==> src/sv/bdve_pkg.sv <==
`timescale 1ns / 1ps
// ----------------------------------------------------------------------------
// bdve_pkg: shared types and constants of the button digit value editor
// Holds value widths, register indexes, button and status codes and the
// command and status bundles between controller and datapath.
// ----------------------------------------------------------------------------
package bdve_pkg;

	// Width of the edited value and of a value times a digit or radix.
	localparam int VALUE_BITS = 32;
	localparam int PROD_W     = VALUE_BITS + 5;
	localparam logic [VALUE_BITS-1:0] VMASK = {VALUE_BITS{1'b1}};

	// Idle counter saturation point.
	localparam logic [15:0] IDLE_SAT = 16'hFFFF;

	// Register reset values.
	localparam logic [4:0]  RST_RADIX       = 5'd10;
	localparam logic [4:0]  RST_DIGIT_COUNT = 5'd10;
	localparam logic [31:0] RST_VALUE_MIN   = 32'd0;
	localparam logic [31:0] RST_VALUE_MAX   = 32'hFFFF_FFFF;
	localparam logic [31:0] RST_INIT_VALUE  = 32'd0;
	localparam logic [15:0] RST_TIMEOUT     = 16'd5000;

	// Configuration register indexes.
	typedef enum logic [2:0] {
		CFG_RADIX       = 3'd0,
		CFG_DIGIT_COUNT = 3'd1,
		CFG_VALUE_MIN   = 3'd2,
		CFG_VALUE_MAX   = 3'd3,
		CFG_INIT_VALUE  = 3'd4,
		CFG_TIMEOUT     = 3'd5
	} cfg_idx_t;

	// Button codes.
	localparam logic [2:0] KEY_NONE   = 3'd0;
	localparam logic [2:0] KEY_SELECT = 3'd1;
	localparam logic [2:0] KEY_LEFT   = 3'd2;
	localparam logic [2:0] KEY_RIGHT  = 3'd3;
	localparam logic [2:0] KEY_UP     = 3'd4;
	localparam logic [2:0] KEY_DOWN   = 3'd5;

	// Status codes.
	localparam logic [1:0] STAT_EDIT    = 2'd0;
	localparam logic [1:0] STAT_SELECT  = 2'd1;
	localparam logic [1:0] STAT_TIMEOUT = 2'd2;

	// Commands from the controller to the datapath.
	typedef struct packed {
		logic accept;      // take the input beat
		logic pow_step;    // weight <= weight * radix
		logic div_start;   // launch the divider
		logic div_second;  // second division: remainder by weight
		logic rem_take;    // keep the remainder of the first division
		logic digit_take;  // form the stepped digit and the rest
		logic mul_load;    // new digit times weight
		logic add_take;    // rest plus product, saturated
		logic clamp_take;  // clamp and write the edited value
		logic publish;     // load the output register
	} cmd_t;

	// Status from the datapath to the controller.
	typedef struct packed {
		logic step_req;    // the input beat asks for a digit step
		logic pow_done;    // digit weight is complete
		logic pow_ovf;     // digit weight does not fit the value width
		logic div_done;    // divider result is ready
	} sts_t;

endpackage

==> src/sv/bdve_div.sv <==
`timescale 1ns / 1ps
// ----------------------------------------------------------------------------
// bdve_div: restoring divider, one quotient bit per cycle
// Divides a value-wide dividend by a wider divisor; done pulses for one
// cycle when quotient and remainder are ready and they hold until restart.
// ----------------------------------------------------------------------------
module bdve_div (
	input  logic                          clk,
	input  logic                          arst_n,
	input  logic                          start,
	input  logic [bdve_pkg::VALUE_BITS-1:0] dividend,
	input  logic [bdve_pkg::PROD_W-1:0]     divisor,
	output logic                          done,
	output logic [bdve_pkg::VALUE_BITS-1:0] quot,
	output logic [bdve_pkg::PROD_W-1:0]     rem
);
	import bdve_pkg::*;

	localparam int CNT_W = $clog2(VALUE_BITS);
	localparam logic [CNT_W-1:0] LAST_STEP = CNT_W'(VALUE_BITS - 1);

	logic                  busy_q;
	logic                  done_q;
	logic [CNT_W-1:0]      cnt_q;
	logic [PROD_W-1:0]     div_q;
	logic [PROD_W-1:0]     rem_q;
	logic [VALUE_BITS-1:0] quo_q;
	logic [PROD_W:0]       trial;
	logic [PROD_W:0]       diff;
	logic                  ge;
	logic [PROD_W-1:0]     rem_d;

	// One restoring step: shift in the next dividend bit and try a subtract.
	always_comb begin
		trial = {rem_q, quo_q[VALUE_BITS-1]};
		diff  = trial - {1'b0, div_q};
		ge    = (trial >= {1'b0, div_q});
		rem_d = ge ? diff[PROD_W-1:0] : trial[PROD_W-1:0];
	end

	// Sequencing of the division.
	always_ff @(posedge clk or negedge arst_n) begin
		if (!arst_n) begin
			busy_q <= 1'b0;
			done_q <= 1'b0;
			cnt_q  <= '0;
		end else if (start) begin
			busy_q <= 1'b1;
			done_q <= 1'b0;
			cnt_q  <= '0;
		end else if (busy_q) begin
			cnt_q  <= cnt_q + CNT_W'(1);
			busy_q <= (cnt_q != LAST_STEP);
			done_q <= (cnt_q == LAST_STEP);
		end else begin
			done_q <= 1'b0;
		end
	end

	// Remainder and quotient shift registers.
	always_ff @(posedge clk) begin
		if (start) begin
			div_q <= divisor;
			rem_q <= '0;
			quo_q <= dividend;
		end else if (busy_q) begin
			rem_q <= rem_d;
			quo_q <= {quo_q[VALUE_BITS-2:0], ge};
		end
	end

	assign done = done_q;
	assign quot = quo_q;
	assign rem  = rem_q;

endmodule

==> src/sv/bdve_dp.sv <==
`timescale 1ns / 1ps
// ----------------------------------------------------------------------------
// bdve_dp: datapath of the button digit value editor
// Holds the registers, the session state, the digit step arithmetic
// (weight, divider, multiplier, clamp) and the output register.
// ----------------------------------------------------------------------------
module bdve_dp #(
	parameter int MAX_DIGITS = 16
) (
	input  logic                          clk,
	input  logic                          arst_n,
	input  logic                          cfg_we,
	input  logic [2:0]                    cfg_index,
	input  logic [31:0]                   cfg_data,
	input  logic [2:0]                    button,
	input  logic                          restart,
	input  bdve_pkg::cmd_t                cmd,
	output bdve_pkg::sts_t                sts,
	output logic [bdve_pkg::VALUE_BITS-1:0] current_value,
	output logic [3:0]                    cursor_digit,
	output logic [1:0]                    status
);
	import bdve_pkg::*;

	localparam int LEN_W = $clog2(MAX_DIGITS + 1);
	localparam int RST_LEN = (MAX_DIGITS < 10) ? MAX_DIGITS : 10;
	localparam logic [3:0] RST_CURSOR = 4'(RST_LEN - 1);

	// Configuration registers.
	logic [4:0]  radix_q;
	logic [4:0]  digit_count_q;
	logic [31:0] value_min_q;
	logic [31:0] value_max_q;
	logic [31:0] init_value_q;
	logic [15:0] timeout_q;

	// Session state.
	logic [VALUE_BITS-1:0] edit_q;
	logic [3:0]            cursor_q;
	logic [2:0]            last_q;
	logic [15:0]           idle_q;
	logic [1:0]            status_q;

	// Digit step working registers.
	logic [VALUE_BITS-1:0] v_q;
	logic [VALUE_BITS-1:0] weight_q;
	logic [LEN_W-1:0]      cnt_q;
	logic [LEN_W-1:0]      idx_q;
	logic [4:0]            base_q;
	logic                  up_q;
	logic [VALUE_BITS-1:0] r_q;
	logic [VALUE_BITS-1:0] rest_q;
	logic [4:0]            nd_q;
	logic [PROD_W-1:0]     prod_q;

	// Output register.
	logic [VALUE_BITS-1:0] out_value_q;
	logic [3:0]            out_cursor_q;
	logic [1:0]            out_status_q;

	logic [5:0]            dc6;
	logic [5:0]            len6;
	logic [5:0]            lenm1;
	logic [5:0]            cursor6;
	logic [5:0]            idx6;
	logic [4:0]            eff_radix;
	logic [15:0]           idle_inc;
	logic                  timed_out;
	logic                  changed;
	logic                  step_req;
	logic                  pow_done;
	logic                  pow_ovf;
	logic [3:0]            cursor_nx;
	logic [4:0]            mul_b;
	logic [PROD_W-1:0]     prod;
	logic [VALUE_BITS-1:0] div_dividend;
	logic [PROD_W-1:0]     div_divisor;
	logic                  div_done;
	logic [VALUE_BITS-1:0] div_quot;
	logic [PROD_W-1:0]     div_rem;
	logic [4:0]            digit;
	logic [4:0]            nd;
	logic [PROD_W:0]       sum;
	logic [VALUE_BITS-1:0] clamped;

	// Effective digit count, radix and cursor arithmetic.
	always_comb begin
		dc6 = {1'b0, digit_count_q};
		if (dc6 == 6'd0) begin
			len6 = 6'd1;
		end else if (dc6 > 6'(MAX_DIGITS)) begin
			len6 = 6'(MAX_DIGITS);
		end else begin
			len6 = dc6;
		end
		lenm1   = len6 - 6'd1;
		cursor6 = {2'b00, cursor_q};
		idx6    = (cursor6 < len6) ? (lenm1 - cursor6) : 6'd0;
		if (radix_q < 5'd2) begin
			eff_radix = 5'd2;
		end else if (radix_q > 5'd16) begin
			eff_radix = 5'd16;
		end else begin
			eff_radix = radix_q;
		end
	end

	// Tick decision for the input beat.
	always_comb begin
		idle_inc  = (idle_q == IDLE_SAT) ? idle_q : idle_q + 16'd1;
		timed_out = (idle_inc > timeout_q);
		changed   = (button != last_q);
		step_req  = !restart && !timed_out && changed &&
			((button == KEY_UP) || (button == KEY_DOWN));
		cursor_nx = cursor_q;
		case (button)
			KEY_LEFT: begin
				cursor_nx = (cursor6 == 6'd0) ? lenm1[3:0] : cursor_q - 4'd1;
			end
			KEY_RIGHT: begin
				cursor_nx = (cursor6 >= lenm1) ? 4'd0 : cursor_q + 4'd1;
			end
			default: begin
				cursor_nx = cursor_q;
			end
		endcase
	end

	// Shared multiplier: weight times radix, or weight times the new digit.
	always_comb begin
		mul_b    = cmd.mul_load ? nd_q : base_q;
		prod     = PROD_W'(weight_q) * PROD_W'(mul_b);
		pow_done = (cnt_q == idx_q);
		pow_ovf  = (cnt_q != idx_q) && (prod[PROD_W-1:VALUE_BITS] != '0);
	end

	// Divider operands: value by weight times radix, then that remainder by weight.
	always_comb begin
		div_dividend = cmd.div_second ? div_rem[VALUE_BITS-1:0] : v_q;
		div_divisor  = cmd.div_second ? PROD_W'(weight_q) : prod;
	end

	bdve_div u_div (
		.clk      (clk),
		.arst_n   (arst_n),
		.start    (cmd.div_start),
		.dividend (div_dividend),
		.divisor  (div_divisor),
		.done     (div_done),
		.quot     (div_quot),
		.rem      (div_rem)
	);

	// Status bundle, in the member order of sts_t.
	assign sts = {step_req, pow_done, pow_ovf, div_done};

	// New digit with wraparound; the quotient of the second division is below the radix.
	always_comb begin
		digit = {1'b0, div_quot[3:0]};
		if (up_q) begin
			nd = (digit == base_q - 5'd1) ? 5'd0 : digit + 5'd1;
		end else begin
			nd = (digit == 5'd0) ? base_q - 5'd1 : digit - 5'd1;
		end
	end

	// Saturating add and the final clamp.
	always_comb begin
		sum = {1'b0, prod_q} + (PROD_W + 1)'(rest_q);
		if (v_q < value_min_q[VALUE_BITS-1:0]) begin
			clamped = value_min_q[VALUE_BITS-1:0];
		end else if (v_q > value_max_q[VALUE_BITS-1:0]) begin
			clamped = value_max_q[VALUE_BITS-1:0];
		end else begin
			clamped = v_q;
		end
	end

	// Configuration registers and session state.
	always_ff @(posedge clk or negedge arst_n) begin
		if (!arst_n) begin
			radix_q       <= RST_RADIX;
			digit_count_q <= RST_DIGIT_COUNT;
			value_min_q   <= RST_VALUE_MIN;
			value_max_q   <= RST_VALUE_MAX;
			init_value_q  <= RST_INIT_VALUE;
			timeout_q     <= RST_TIMEOUT;
			edit_q        <= RST_INIT_VALUE[VALUE_BITS-1:0];
			cursor_q      <= RST_CURSOR;
			last_q        <= KEY_NONE;
			idle_q        <= '0;
			status_q      <= STAT_EDIT;
		end else begin
			if (cfg_we) begin
				unique case (cfg_index)
					CFG_RADIX:       radix_q       <= cfg_data[4:0];
					CFG_DIGIT_COUNT: digit_count_q <= cfg_data[4:0];
					CFG_VALUE_MIN:   value_min_q   <= cfg_data;
					CFG_VALUE_MAX:   value_max_q   <= cfg_data;
					CFG_INIT_VALUE:  init_value_q  <= cfg_data;
					CFG_TIMEOUT:     timeout_q     <= cfg_data[15:0];
					default: begin
					end
				endcase
			end
			if (cmd.accept) begin
				if (restart) begin
					edit_q   <= init_value_q[VALUE_BITS-1:0];
					cursor_q <= lenm1[3:0];
					last_q   <= button;
					idle_q   <= '0;
					status_q <= STAT_EDIT;
				end else if (timed_out) begin
					idle_q   <= idle_inc;
					status_q <= STAT_TIMEOUT;
				end else if (changed) begin
					last_q   <= button;
					idle_q   <= '0;
					cursor_q <= cursor_nx;
					status_q <= (button == KEY_SELECT) ? STAT_SELECT : STAT_EDIT;
				end else begin
					idle_q   <= idle_inc;
					status_q <= STAT_EDIT;
				end
			end
			if (cmd.clamp_take) begin
				edit_q <= clamped;
			end
		end
	end

	// Digit step working registers.
	always_ff @(posedge clk) begin
		if (cmd.accept) begin
			v_q      <= edit_q;
			weight_q <= VALUE_BITS'(1);
			cnt_q    <= '0;
			idx_q    <= idx6[LEN_W-1:0];
			base_q   <= eff_radix;
			up_q     <= (button == KEY_UP);
		end
		if (cmd.pow_step) begin
			weight_q <= prod[VALUE_BITS-1:0];
			cnt_q    <= cnt_q + LEN_W'(1);
		end
		if (cmd.rem_take) begin
			r_q <= div_rem[VALUE_BITS-1:0];
		end
		if (cmd.digit_take) begin
			rest_q <= v_q - r_q + div_rem[VALUE_BITS-1:0];
			nd_q   <= nd;
		end
		if (cmd.mul_load) begin
			prod_q <= prod;
		end
		if (cmd.add_take) begin
			v_q <= (sum > (PROD_W + 1)'(VMASK)) ? VMASK : sum[VALUE_BITS-1:0];
		end
	end

	// Output register.
	always_ff @(posedge clk) begin
		if (cmd.publish) begin
			out_value_q  <= edit_q;
			out_cursor_q <= cursor_q;
			out_status_q <= status_q;
		end
	end

	assign current_value = out_value_q;
	assign cursor_digit  = out_cursor_q;
	assign status        = out_status_q;

endmodule

==> src/sv/bdve_ctrl.sv <==
`timescale 1ns / 1ps
// ----------------------------------------------------------------------------
// bdve_ctrl: controller of the button digit value editor
// Sequences one tick: accept, digit weight, two divisions, multiply, add,
// clamp and hand-off to the output register; owns the output valid flag.
// ----------------------------------------------------------------------------
module bdve_ctrl (
	input  logic           clk,
	input  logic           arst_n,
	input  logic           s_axis_tvalid,
	output logic           s_axis_tready,
	output logic           m_axis_tvalid,
	input  logic           m_axis_tready,
	output bdve_pkg::cmd_t cmd,
	input  bdve_pkg::sts_t sts
);
	import bdve_pkg::*;

	typedef enum logic [7:0] {
		ST_IDLE  = 8'b0000_0001,
		ST_POW   = 8'b0000_0010,
		ST_DIV1  = 8'b0000_0100,
		ST_DIV2  = 8'b0000_1000,
		ST_MUL   = 8'b0001_0000,
		ST_ADD   = 8'b0010_0000,
		ST_CLAMP = 8'b0100_0000,
		ST_PUB   = 8'b1000_0000
	} state_t;

	state_t state_q;
	state_t state_d;
	logic   out_valid_q;

	// Next state and commands.
	always_comb begin
		state_d = state_q;
		cmd     = '0;
		unique case (state_q)
			ST_IDLE: begin
				if (s_axis_tvalid) begin
					cmd.accept = 1'b1;
					state_d    = sts.step_req ? ST_POW : ST_PUB;
				end
			end
			ST_POW: begin
				if (sts.pow_done) begin
					cmd.div_start = 1'b1;
					state_d       = ST_DIV1;
				end else if (sts.pow_ovf) begin
					state_d = ST_CLAMP;
				end else begin
					cmd.pow_step = 1'b1;
				end
			end
			ST_DIV1: begin
				if (sts.div_done) begin
					cmd.rem_take   = 1'b1;
					cmd.div_start  = 1'b1;
					cmd.div_second = 1'b1;
					state_d        = ST_DIV2;
				end
			end
			ST_DIV2: begin
				if (sts.div_done) begin
					cmd.digit_take = 1'b1;
					state_d        = ST_MUL;
				end
			end
			ST_MUL: begin
				cmd.mul_load = 1'b1;
				state_d      = ST_ADD;
			end
			ST_ADD: begin
				cmd.add_take = 1'b1;
				state_d      = ST_CLAMP;
			end
			ST_CLAMP: begin
				cmd.clamp_take = 1'b1;
				state_d        = ST_PUB;
			end
			ST_PUB: begin
				if (!out_valid_q || m_axis_tready) begin
					cmd.publish = 1'b1;
					state_d     = ST_IDLE;
				end
			end
			default: begin
				state_d = ST_IDLE;
			end
		endcase
	end

	// State register and output valid flag.
	always_ff @(posedge clk or negedge arst_n) begin
		if (!arst_n) begin
			state_q     <= ST_IDLE;
			out_valid_q <= 1'b0;
		end else begin
			state_q <= state_d;
			if (cmd.publish) begin
				out_valid_q <= 1'b1;
			end else if (m_axis_tready) begin
				out_valid_q <= 1'b0;
			end
		end
	end

	assign s_axis_tready = (state_q == ST_IDLE);
	assign m_axis_tvalid = out_valid_q;

	// A tick without a digit step goes straight to the output hand-off.
	a_plain_tick: assert property (@(posedge clk) disable iff (!arst_n)
		(cmd.accept && !sts.step_req) |=> (state_q == ST_PUB))
		else $error("plain tick did not go to hand-off");

	// A waiting result is never overwritten.
	a_no_overwrite: assert property (@(posedge clk) disable iff (!arst_n)
		cmd.publish |-> (!out_valid_q || m_axis_tready))
		else $error("output register overwritten");

	// The first division is left only when the divider reports done.
	a_div_wait: assert property (@(posedge clk) disable iff (!arst_n)
		(state_q == ST_DIV1 && !sts.div_done) |=> (state_q == ST_DIV1))
		else $error("left first division early");

	// A published result is offered in the next cycle.
	a_pub_valid: assert property (@(posedge clk) disable iff (!arst_n)
		cmd.publish |=> m_axis_tvalid)
		else $error("published result not offered");

endmodule

==> src/sv/button_digit_value_editor.sv <==
`timescale 1ns / 1ps
// ----------------------------------------------------------------------------
// button_digit_value_editor: button-driven base-N digit value editor
// One input beat per tick; each beat gives one result beat with the value,
// the cursor position and the session status.
// ----------------------------------------------------------------------------
//  channel   dir  handshake                     content
//  s_axis    in   s_axis_tvalid/s_axis_tready   button [2:0], restart [3]
//  m_axis    out  m_axis_tvalid/m_axis_tready   value [31:0], cursor [35:32],
//                                               status [37:36]
//  cfg       in   cfg_we (no wait)              cfg_index, cfg_data
//
// A tick without a digit step runs accept and hand-off only; a digit step runs
// accept, then k weight multiplies and a check, k being the cursor's distance
// from the rightmost digit, two divider passes, then multiply, add, clamp and
// hand-off. A too large digit weight skips straight to clamp.
// Reset loads the register defaults and the session start state at once.
// A stalled output holds the result; the next beat is accepted and waits.
// ----------------------------------------------------------------------------
module button_digit_value_editor #(
	parameter int MAX_DIGITS = 16
) (
	input  logic        clk,
	input  logic        arst_n,
	input  logic        cfg_we,
	input  logic [2:0]  cfg_index,
	input  logic [31:0] cfg_data,
	input  logic        s_axis_tvalid,
	output logic        s_axis_tready,
	input  logic [7:0]  s_axis_tdata,   // button [2:0], restart [3], zero [7:4]
	output logic        m_axis_tvalid,
	input  logic        m_axis_tready,
	output logic [39:0] m_axis_tdata    // current_value [31:0], cursor_digit [35:32],
	                                    // status [37:36], zero [39:38]
);
	import bdve_pkg::*;

	cmd_t                  cmd;
	sts_t                  sts;
	logic [VALUE_BITS-1:0] current_value;
	logic [3:0]            cursor_digit;
	logic [1:0]            status;

	bdve_ctrl u_ctrl (
		.clk           (clk),
		.arst_n        (arst_n),
		.s_axis_tvalid (s_axis_tvalid),
		.s_axis_tready (s_axis_tready),
		.m_axis_tvalid (m_axis_tvalid),
		.m_axis_tready (m_axis_tready),
		.cmd           (cmd),
		.sts           (sts)
	);

	bdve_dp #(
		.MAX_DIGITS (MAX_DIGITS)
	) u_dp (
		.clk           (clk),
		.arst_n        (arst_n),
		.cfg_we        (cfg_we),
		.cfg_index     (cfg_index),
		.cfg_data      (cfg_data),
		.button        (s_axis_tdata[2:0]),
		.restart       (s_axis_tdata[3]),
		.cmd           (cmd),
		.sts           (sts),
		.current_value (current_value),
		.cursor_digit  (cursor_digit),
		.status        (status)
	);

	// Result beat packing.
	assign m_axis_tdata = {2'b00, status, cursor_digit, current_value};

endmodule

==> config.mk <==
export PLATFORM = sky130hd
export DESIGN_NAME = button_digit_value_editor
export DESIGN_NICKNAME = d
export VERILOG_FILES = /design/src/sv/bdve_pkg.sv /design/src/sv/bdve_div.sv /design/src/sv/bdve_dp.sv /design/src/sv/bdve_ctrl.sv /design/src/sv/button_digit_value_editor.sv
export SDC_FILE = /design/constraint.sdc
export NUM_CORES = 2
export LEC_CHECK = 0
export BUFFER_PORTS_ARGS = -buffer_cell sky130_fd_sc_hd__buf_2
export CORE_MARGIN = 4
export CORE_UTILIZATION = 60
export DETAILED_ROUTE_END_ITERATION = 7
export PLACE_DENSITY_LB_ADDON = 0.3
export SETUP_SLACK_MARGIN = 0.2
export SLEW_MARGIN = 20
export SYNTH_ARGS = -nofsm -noshare
export SYNTH_HDL_FRONTEND = slang
export SYNTH_SLANG_ARGS = --single-unit
==> constraint.sdc <==
create_clock -name clk -period 22 [get_ports clk]
set_input_delay 0 -clock clk [delete_from_list [all_inputs] [get_ports clk]]
set_output_delay 0 -clock clk [all_outputs]
set_load 0.05 [all_outputs]
# [Word-level counts from Yosys, hierarchy flattened]
# Cells that the tools add are included.
[op_classes] addsub=14 mul=1 magnitude_cmp=10 eq_ne=31 mux=73 n_reduce_logical=33
[op_table] op="$mux 32" n=14
[op_table] op="$mux 16" n=4
[op_table] op="$pmux 8 s8" n=1
[op_table] op="$mux 8" n=7
[op_table] op="$mux 5" n=11
[op_table] op="$add 37x32->38" n=1
[op_table] op="$ge 38x37->1" n=1
[op_table] op="$gt 38x32->1 const B" n=1
[op_table] op="$mul 32x5->37" n=1
[op_table] op="$mux 37" n=1
[op_table] op="$sub 37x37->37" n=1
[op_table] op="$add 32x32->32" n=1
[op_table] op="$gt 32x32->1" n=1
[op_table] op="$lt 32x32->1" n=1
[op_table] op="$sub 32x32->32" n=1
[op_table] op="$mux 1" n=20
[op_table] op="$mux 4" n=5
[op_table] op="$add 16x1->16 const B" n=1
[op_table] op="$eq 16x16->1 const B" n=1
[op_table] op="$gt 16x16->1" n=1
[op_table] op="$reduce_and 2->1" n=7
[op_table] op="$reduce_bool 2->1" n=7
[op_table] op="$eq 3x2->1 const B" n=4
[op_table] op="$eq 3x3->1 const B" n=4
[op_table] op="47 further kinds" n=65
[word_totals] reg_bits=525 word_cells=196

# [Logic depth before layout (Yosys ltp)]
[depth] word_depth=10 mapped_depth=25 mapped_depth_nobuf=22

# [Hierarchy]
# From an unflattened synthesis, not the netlist that was laid out.
[hier_totals] cells_unflattened=3415 hier_area_um2=35092.4
[modules_own_cells] mod="bdve_dp" n_inst=1 cells_per_inst=2715 area_each_um2=28024.4 seq_area_each_um2=11259.5
[modules_own_cells] mod="bdve_div" n_inst=1 cells_per_inst=629 area_each_um2=6421.2 seq_area_each_um2=2987.9
[modules_own_cells] mod="bdve_ctrl" n_inst=1 cells_per_inst=68 area_each_um2=628.1 seq_area_each_um2=226.5
[modules_own_cells] mod="button_digit_value_editor" n_inst=1 cells_per_inst=3 area_each_um2=18.8 seq_area_each_um2=0.0

# [Worst setup path before layout]
# OpenSTA, ideal clock, no wires.
[synth_path] path_kind="register to register" startpoint="register u_ctrl.state_q[6]" endpoint="register u_dp.cnt_q[0] (enable)" setup_ps=395 arrival_time_ps=10231 required_time_ps=21605 setup_slack_ps=11375 stages_incl_launch_ff=24 n_path_buf=3 path_cell_list="dfrtp_1 > nor2_1 > nand3_1 > nor3b_1 > mux2i_1 > clkbuf_1 > nand2b_1 > fa_1 > fa_1 > inv_1 > fa_1 > ha_1 > a211o_1 > o211ai_1 > a221o_1 > o31a_1 > a21oi_1 > a31oi_1 > o21ai_0 > xor2_1 > or4_1 > clkbuf_1 > buf_2 > nand2_1"
[synth_via] elab_chain_cells=10 elab_cells_between_ends=13 cone_classes="mul: 1; eq/ne: 3; mux: 6; reduce/logical: 3"
[synth_lines] element="start, declared" line_no="bdve_ctrl.sv:30" rtl="state_t state_q;"
[synth_lines] element="start signal, assigned" line_no="bdve_ctrl.sv:99" rtl="state_q <= state_d;"
[synth_lines] element="$eq 8x5->1" line_no="bdve_ctrl.sv:38" rtl="unique case (state_q)"
[synth_lines] element="$mux 1" line_no="bdve_ctrl.sv:38"
[synth_lines] element="$mux 5" line_no="bdve_dp.sv:131" rtl="mul_b = cmd.mul_load ? nd_q : base_q;"
[synth_lines] element="$mul 32x5->37" line_no="bdve_dp.sv:132" rtl="prod = PROD_W'(weight_q) * PROD_W'(mul_b);"
[synth_lines] element="named net u_dp.prod[36]" line_no="bdve_dp.sv:75" rtl="logic [PROD_W-1:0] prod;"
[synth_lines] element="$reduce_bool 5->1" line_no="bdve_dp.sv:134" rtl="pow_ovf = (cnt_q != idx_q) && (prod[PROD_W-1:VALUE_BITS] != '0);"
[synth_lines] element="$logic_and 1x1->1" line_no="bdve_dp.sv:134"
[synth_lines] element="$mux 1" line_no="bdve_ctrl.sv:49" rtl="end else if (sts.pow_ovf) begin"
[synth_lines] element="$mux 1" line_no="bdve_ctrl.sv:46" rtl="if (sts.pow_done) begin"
[synth_lines] element="$mux 1" line_no="bdve_ctrl.sv:38"
[synth_lines] element="$reduce_bool 2->1 (no source line)"
[synth_lines] element="end signal, assigned" line_no="bdve_dp.sv:244" rtl="cnt_q <= cnt_q + LEN_W'(1);"
[synth_lines] element="end, declared" line_no="bdve_dp.sv:47" rtl="logic [LEN_W-1:0] cnt_q;"
# The timed path passes the listed nets, and every way through them passes these cells.
# A chain may end at the register's enable or synchronous reset.

# [Worst setup path in the final report]
[layout_path] startpoint="register u_ctrl.state_q[2]" endpoint="register u_dp.cnt_q[4] (enable)"
# Same word-level chain as after synthesis.

==> metrics.cfg <==
[clocking]
holdBufCountCts = 43
cts_root_buffer = sky130_fd_sc_hd__clkbuf_16
clkSinkCount = 525
cts-buffers-inserted = 51
clock_tree.htree_level_count = 2
clock_tree.buffer_depth = 3
post_cts_resize_count = 0
cts.repair_timing.setup_buffer_count = 0
cts.reportedPaths.clkPinSlew_ps = 60
tritoncts = built
clock_latency_ps = 610

[finish]
mostFrequentLayoutCells = sky130_fd_sc_hd__inv_1 (439), sky130_fd_sc_hd__edfxtp_1 (293), sky130_fd_sc_hd__nor2_1 (253)
finish.cell_count_without_fillers = 4365
finish.net_count = 3978
final_layout_size_suffix_gt1_share_pct = 10.4
most_common_cell_after_layout_fill_and_taps_aside = sky130_fd_sc_hd__inv_1
insertedDiodeCount = 0
syn_to_final_growth_pct = 9.66
final_core_utilization_pct = 66.3
finish.instance_area_mm2 = 0.0382

[synthesis]
synth_top_area_share_pct = 25.3
syn-cell-area_mm2 = 0.0348
post_synth_inst_count = 3468
synth_warnings = 0
yosys-mux-area-fraction_pct = 5.41
synth_ff_type = sky130_fd_sc_hd__edfxtp_1
synthesis.area_per_instance_um2 = 10.0
yosysTopAreaCell = sky130_fd_sc_hd__edfxtp_1
synthSimpleGateAreaFrac_pct = 12.2
netlist-cell-type-count = 80
sequential_cell_area_fraction_in_the_yosys_report_pct = 41.6
synth-edff-count = 293
ys_async_rst_share_pct = 37.1
synth_top_family_by_area = adder cells
synth_xor_area_share_pct = 3.98
synth_compound_area_share_pct = 14.6
postSynthRegisterBits = 525
synth_fa_ha_area_share_pct = 16.0
synth_area_leaders = sky130_fd_sc_hd__edfxtp_1 (25%), sky130_fd_sc_hd__dfrtp_1 (11%), sky130_fd_sc_hd__ha_1 (8.9%), sky130_fd_sc_hd__fa_1 (7.1%), sky130_fd_sc_hd__inv_1 (4.7%)

[setup_path]
r2r_slack_ps = 13840
rr_endpoint = u_dp.cnt_q[4]
ff2ff_path_depth = 23
timing.rr.start = u_ctrl.state_q[2]
cp_data_arrival_time_ps = 8390
worstSetupStartpointType = flip-flop
cp_data_required_time_ps = 22220
critical_path_peak_fanout = 43
timing_worst_setup_path_type = reg2reg
worstSetupEndpointType = flip-flop

[sta]
period_minus_slack_ps = 8160
finalMaxSlewViolations = 0
rsz0062_at_grt = false
finalSetupViolCount = 0
slew_headroom_pct = 34.6
fin_setup_tns_ps = 0
postLayoutSetupSlackWorst_ps = 13840
fin_crit_sh_pct = 37.1
worst_margin_pin_slew_ps = 981
worst_clk_skew_ps = 28.1
hold_ws_ps = 107
final_hold_viols = 0
clock.fmax_ghz = 0.123

[power_and_ir_drop]
vdd_drop_max_mv = 0.0916
power_per_cell_area_mw_per_mm2 = 137
fin_total_pwr_mw = 5.23
power.leakage_nw = 16.9

[floorplan]
die_area_mm2 = 0.0619
die_x_um = 249
pin_count = 90
die_height_um = 249
core_region_area_mm2 = 0.0576
starting_density_of_the_core_pct = 60.4
rows = 88

[global_routing]
grt_antenna_before_repair = 0
globalRouteTotalUtil_pct = 25.0
first_global_vias = 24673
grt_overflow_total = 0
grt_start_max_net_pins = 122
first_pass_grt_wire_length_um = 128000

[place]
setup_slack_placement_ps = 13850
finalWeightedCongestion = 0.916
port-buffer-count = 83
detailed_place.area_mm2 = 0.0361
place.detailed.instances = 4228
detailedPlacementHpwl_um = 58600

[detailed_routing]
detail-route-antenna-nets = 0
routed_wire_length_per_instance_um = 18.1
vias = 25366
detail_route.drc_violations = 0
drt_iter0_markers = 1639
finalWirelength_um = 79100
drt-vias-per-instance = 5.81
drt-pass1-iter-count = 6

[job]
timing.max_cap.violations = 0

[worst_hold_path]
worst_hold_path_type = in2async

[status]
run_status = completed

[synthesized netlist by cell type (42+ instances only)]
master and count:
sky130_fd_sc_hd__ha_1 247, sky130_fd_sc_hd__clkbuf_1 105, sky130_fd_sc_hd__o22ai_1 42, sky130_fd_sc_hd__dfstp_2 44, sky130_fd_sc_hd__nand2_1 204, sky130_fd_sc_hd__mux2_2 97, sky130_fd_sc_hd__o21ai_0 173, sky130_fd_sc_hd__nor2_1 253
sky130_fd_sc_hd__nor2b_1 148, sky130_fd_sc_hd__edfxtp_1 293, sky130_fd_sc_hd__mux2i_1 79, sky130_fd_sc_hd__xor2_1 52, sky130_fd_sc_hd__a211oi_1 68, sky130_fd_sc_hd__a21o_1 101, sky130_fd_sc_hd__dfrtp_1 151, sky130_fd_sc_hd__inv_1 439
sky130_fd_sc_hd__xnor2_1 106, sky130_fd_sc_hd__a21oi_1 224, sky130_fd_sc_hd__nand3_1 66, sky130_fd_sc_hd__fa_1 124
[cell type report]
class | instances | area (um^2)
clock buffers | 58 | 1320
clock inverters | 36 | 358
fillers | 4443 | 19400
inverters | 440 | 1650
multi-input cells | 2380 | 18300
flip-flops and latches | 525 | 14500
well taps | 765 | 957
repair buffers | 161 | 1120
[layer usage]
layer  part of all wire [%]  wire (um)  track usage, %
met4                    3.1       2480            8.25
met2                     47      36900            41.2
met1                     45      35400            35.2
met3                    5.4       4250            2.61
met5                      0          0               0
[flip-flops by register name, indices dropped and copies added, names as in the netlist, 16 cells and up]
| register | flops |
|---|---|
| u_dp.prod_q | 37 |
| u_dp.u_div.div_q | 37 |
| u_dp.u_div.rem | 37 |
| u_dp.current_value | 32 |
| u_dp.edit_q | 32 |
| u_dp.init_value_q | 32 |
| u_dp.r_q | 32 |
| u_dp.rest_q | 32 |
| u_dp.u_div.quot | 32 |
| u_dp.v_q | 32 |
| u_dp.value_max_q | 32 |
| u_dp.value_min_q | 32 |
| u_dp.weight_q | 32 |
| u_dp.idle_q | 16 |
| u_dp.timeout_q | 16 |
[worst max-delay path, cell delays in order, from the launching register on]
cell	delay (ps)
sky130_fd_sc_hd__dfrtp_1	410
sky130_fd_sc_hd__nor2_1	200
sky130_fd_sc_hd__nand3_1	160
sky130_fd_sc_hd__nor3b_2	190
sky130_fd_sc_hd__buf_4	520
sky130_fd_sc_hd__mux2i_2	280
sky130_fd_sc_hd__buf_4	360
sky130_fd_sc_hd__nand2b_1	190
sky130_fd_sc_hd__fa_1	450
sky130_fd_sc_hd__fa_1	540
sky130_fd_sc_hd__inv_1	50
sky130_fd_sc_hd__fa_1	470
sky130_fd_sc_hd__ha_1	390
sky130_fd_sc_hd__a211o_1	150
sky130_fd_sc_hd__o211ai_1	160
sky130_fd_sc_hd__a221o_1	400
sky130_fd_sc_hd__o31a_1	360
sky130_fd_sc_hd__a21oi_1	560
sky130_fd_sc_hd__a31oi_1	240
sky130_fd_sc_hd__o21ai_0	260
sky130_fd_sc_hd__xor2_1	200
sky130_fd_sc_hd__or4_1	630
sky130_fd_sc_hd__nand2_1	130
sky130_fd_sc_hd__buf_4	430
[worst max path at each step]
| stage | start | to | cells past startpoint |
|---|---|---|---|
| 3_3_place_gp | u_ctrl.state_q[6] | u_dp.cnt_q[4] | 23 |
| 5_1_grt | u_ctrl.state_q[2] | u_dp.cnt_q[4] | 23 |
| 6_report | u_ctrl.state_q[2] | u_dp.cnt_q[4] | 23 |
| 4_1_cts | u_ctrl.state_q[2] | u_dp.cnt_q[4] | 24 |
| 2_1_floorplan | u_ctrl.state_q[6] | u_dp.cnt_q[0] | 23 |
| 3_5_place_dp | u_ctrl.state_q[6] | u_dp.cnt_q[4] | 24 |
[kinds of logic after synthesis]
group	Yosys count
adders and majority gates	371
and+or+nand+nor	874
DFF	525
buffers and inverters	564
other	1
AOI/OAI and AO/OA	799
xor gates and xnor gates	158
muxes	176
[power by group]
group | total [mW] | switching, mW | leakage, nW | internal, mW
clock network | 0.885 | 0.380 | 0.807 | 0.505
logic | 2.69 | 1.58 | 10.8 | 1.11
registers | 1.66 | 0.225 | 5.30 | 1.43
(Power assumes the default switching activity.)
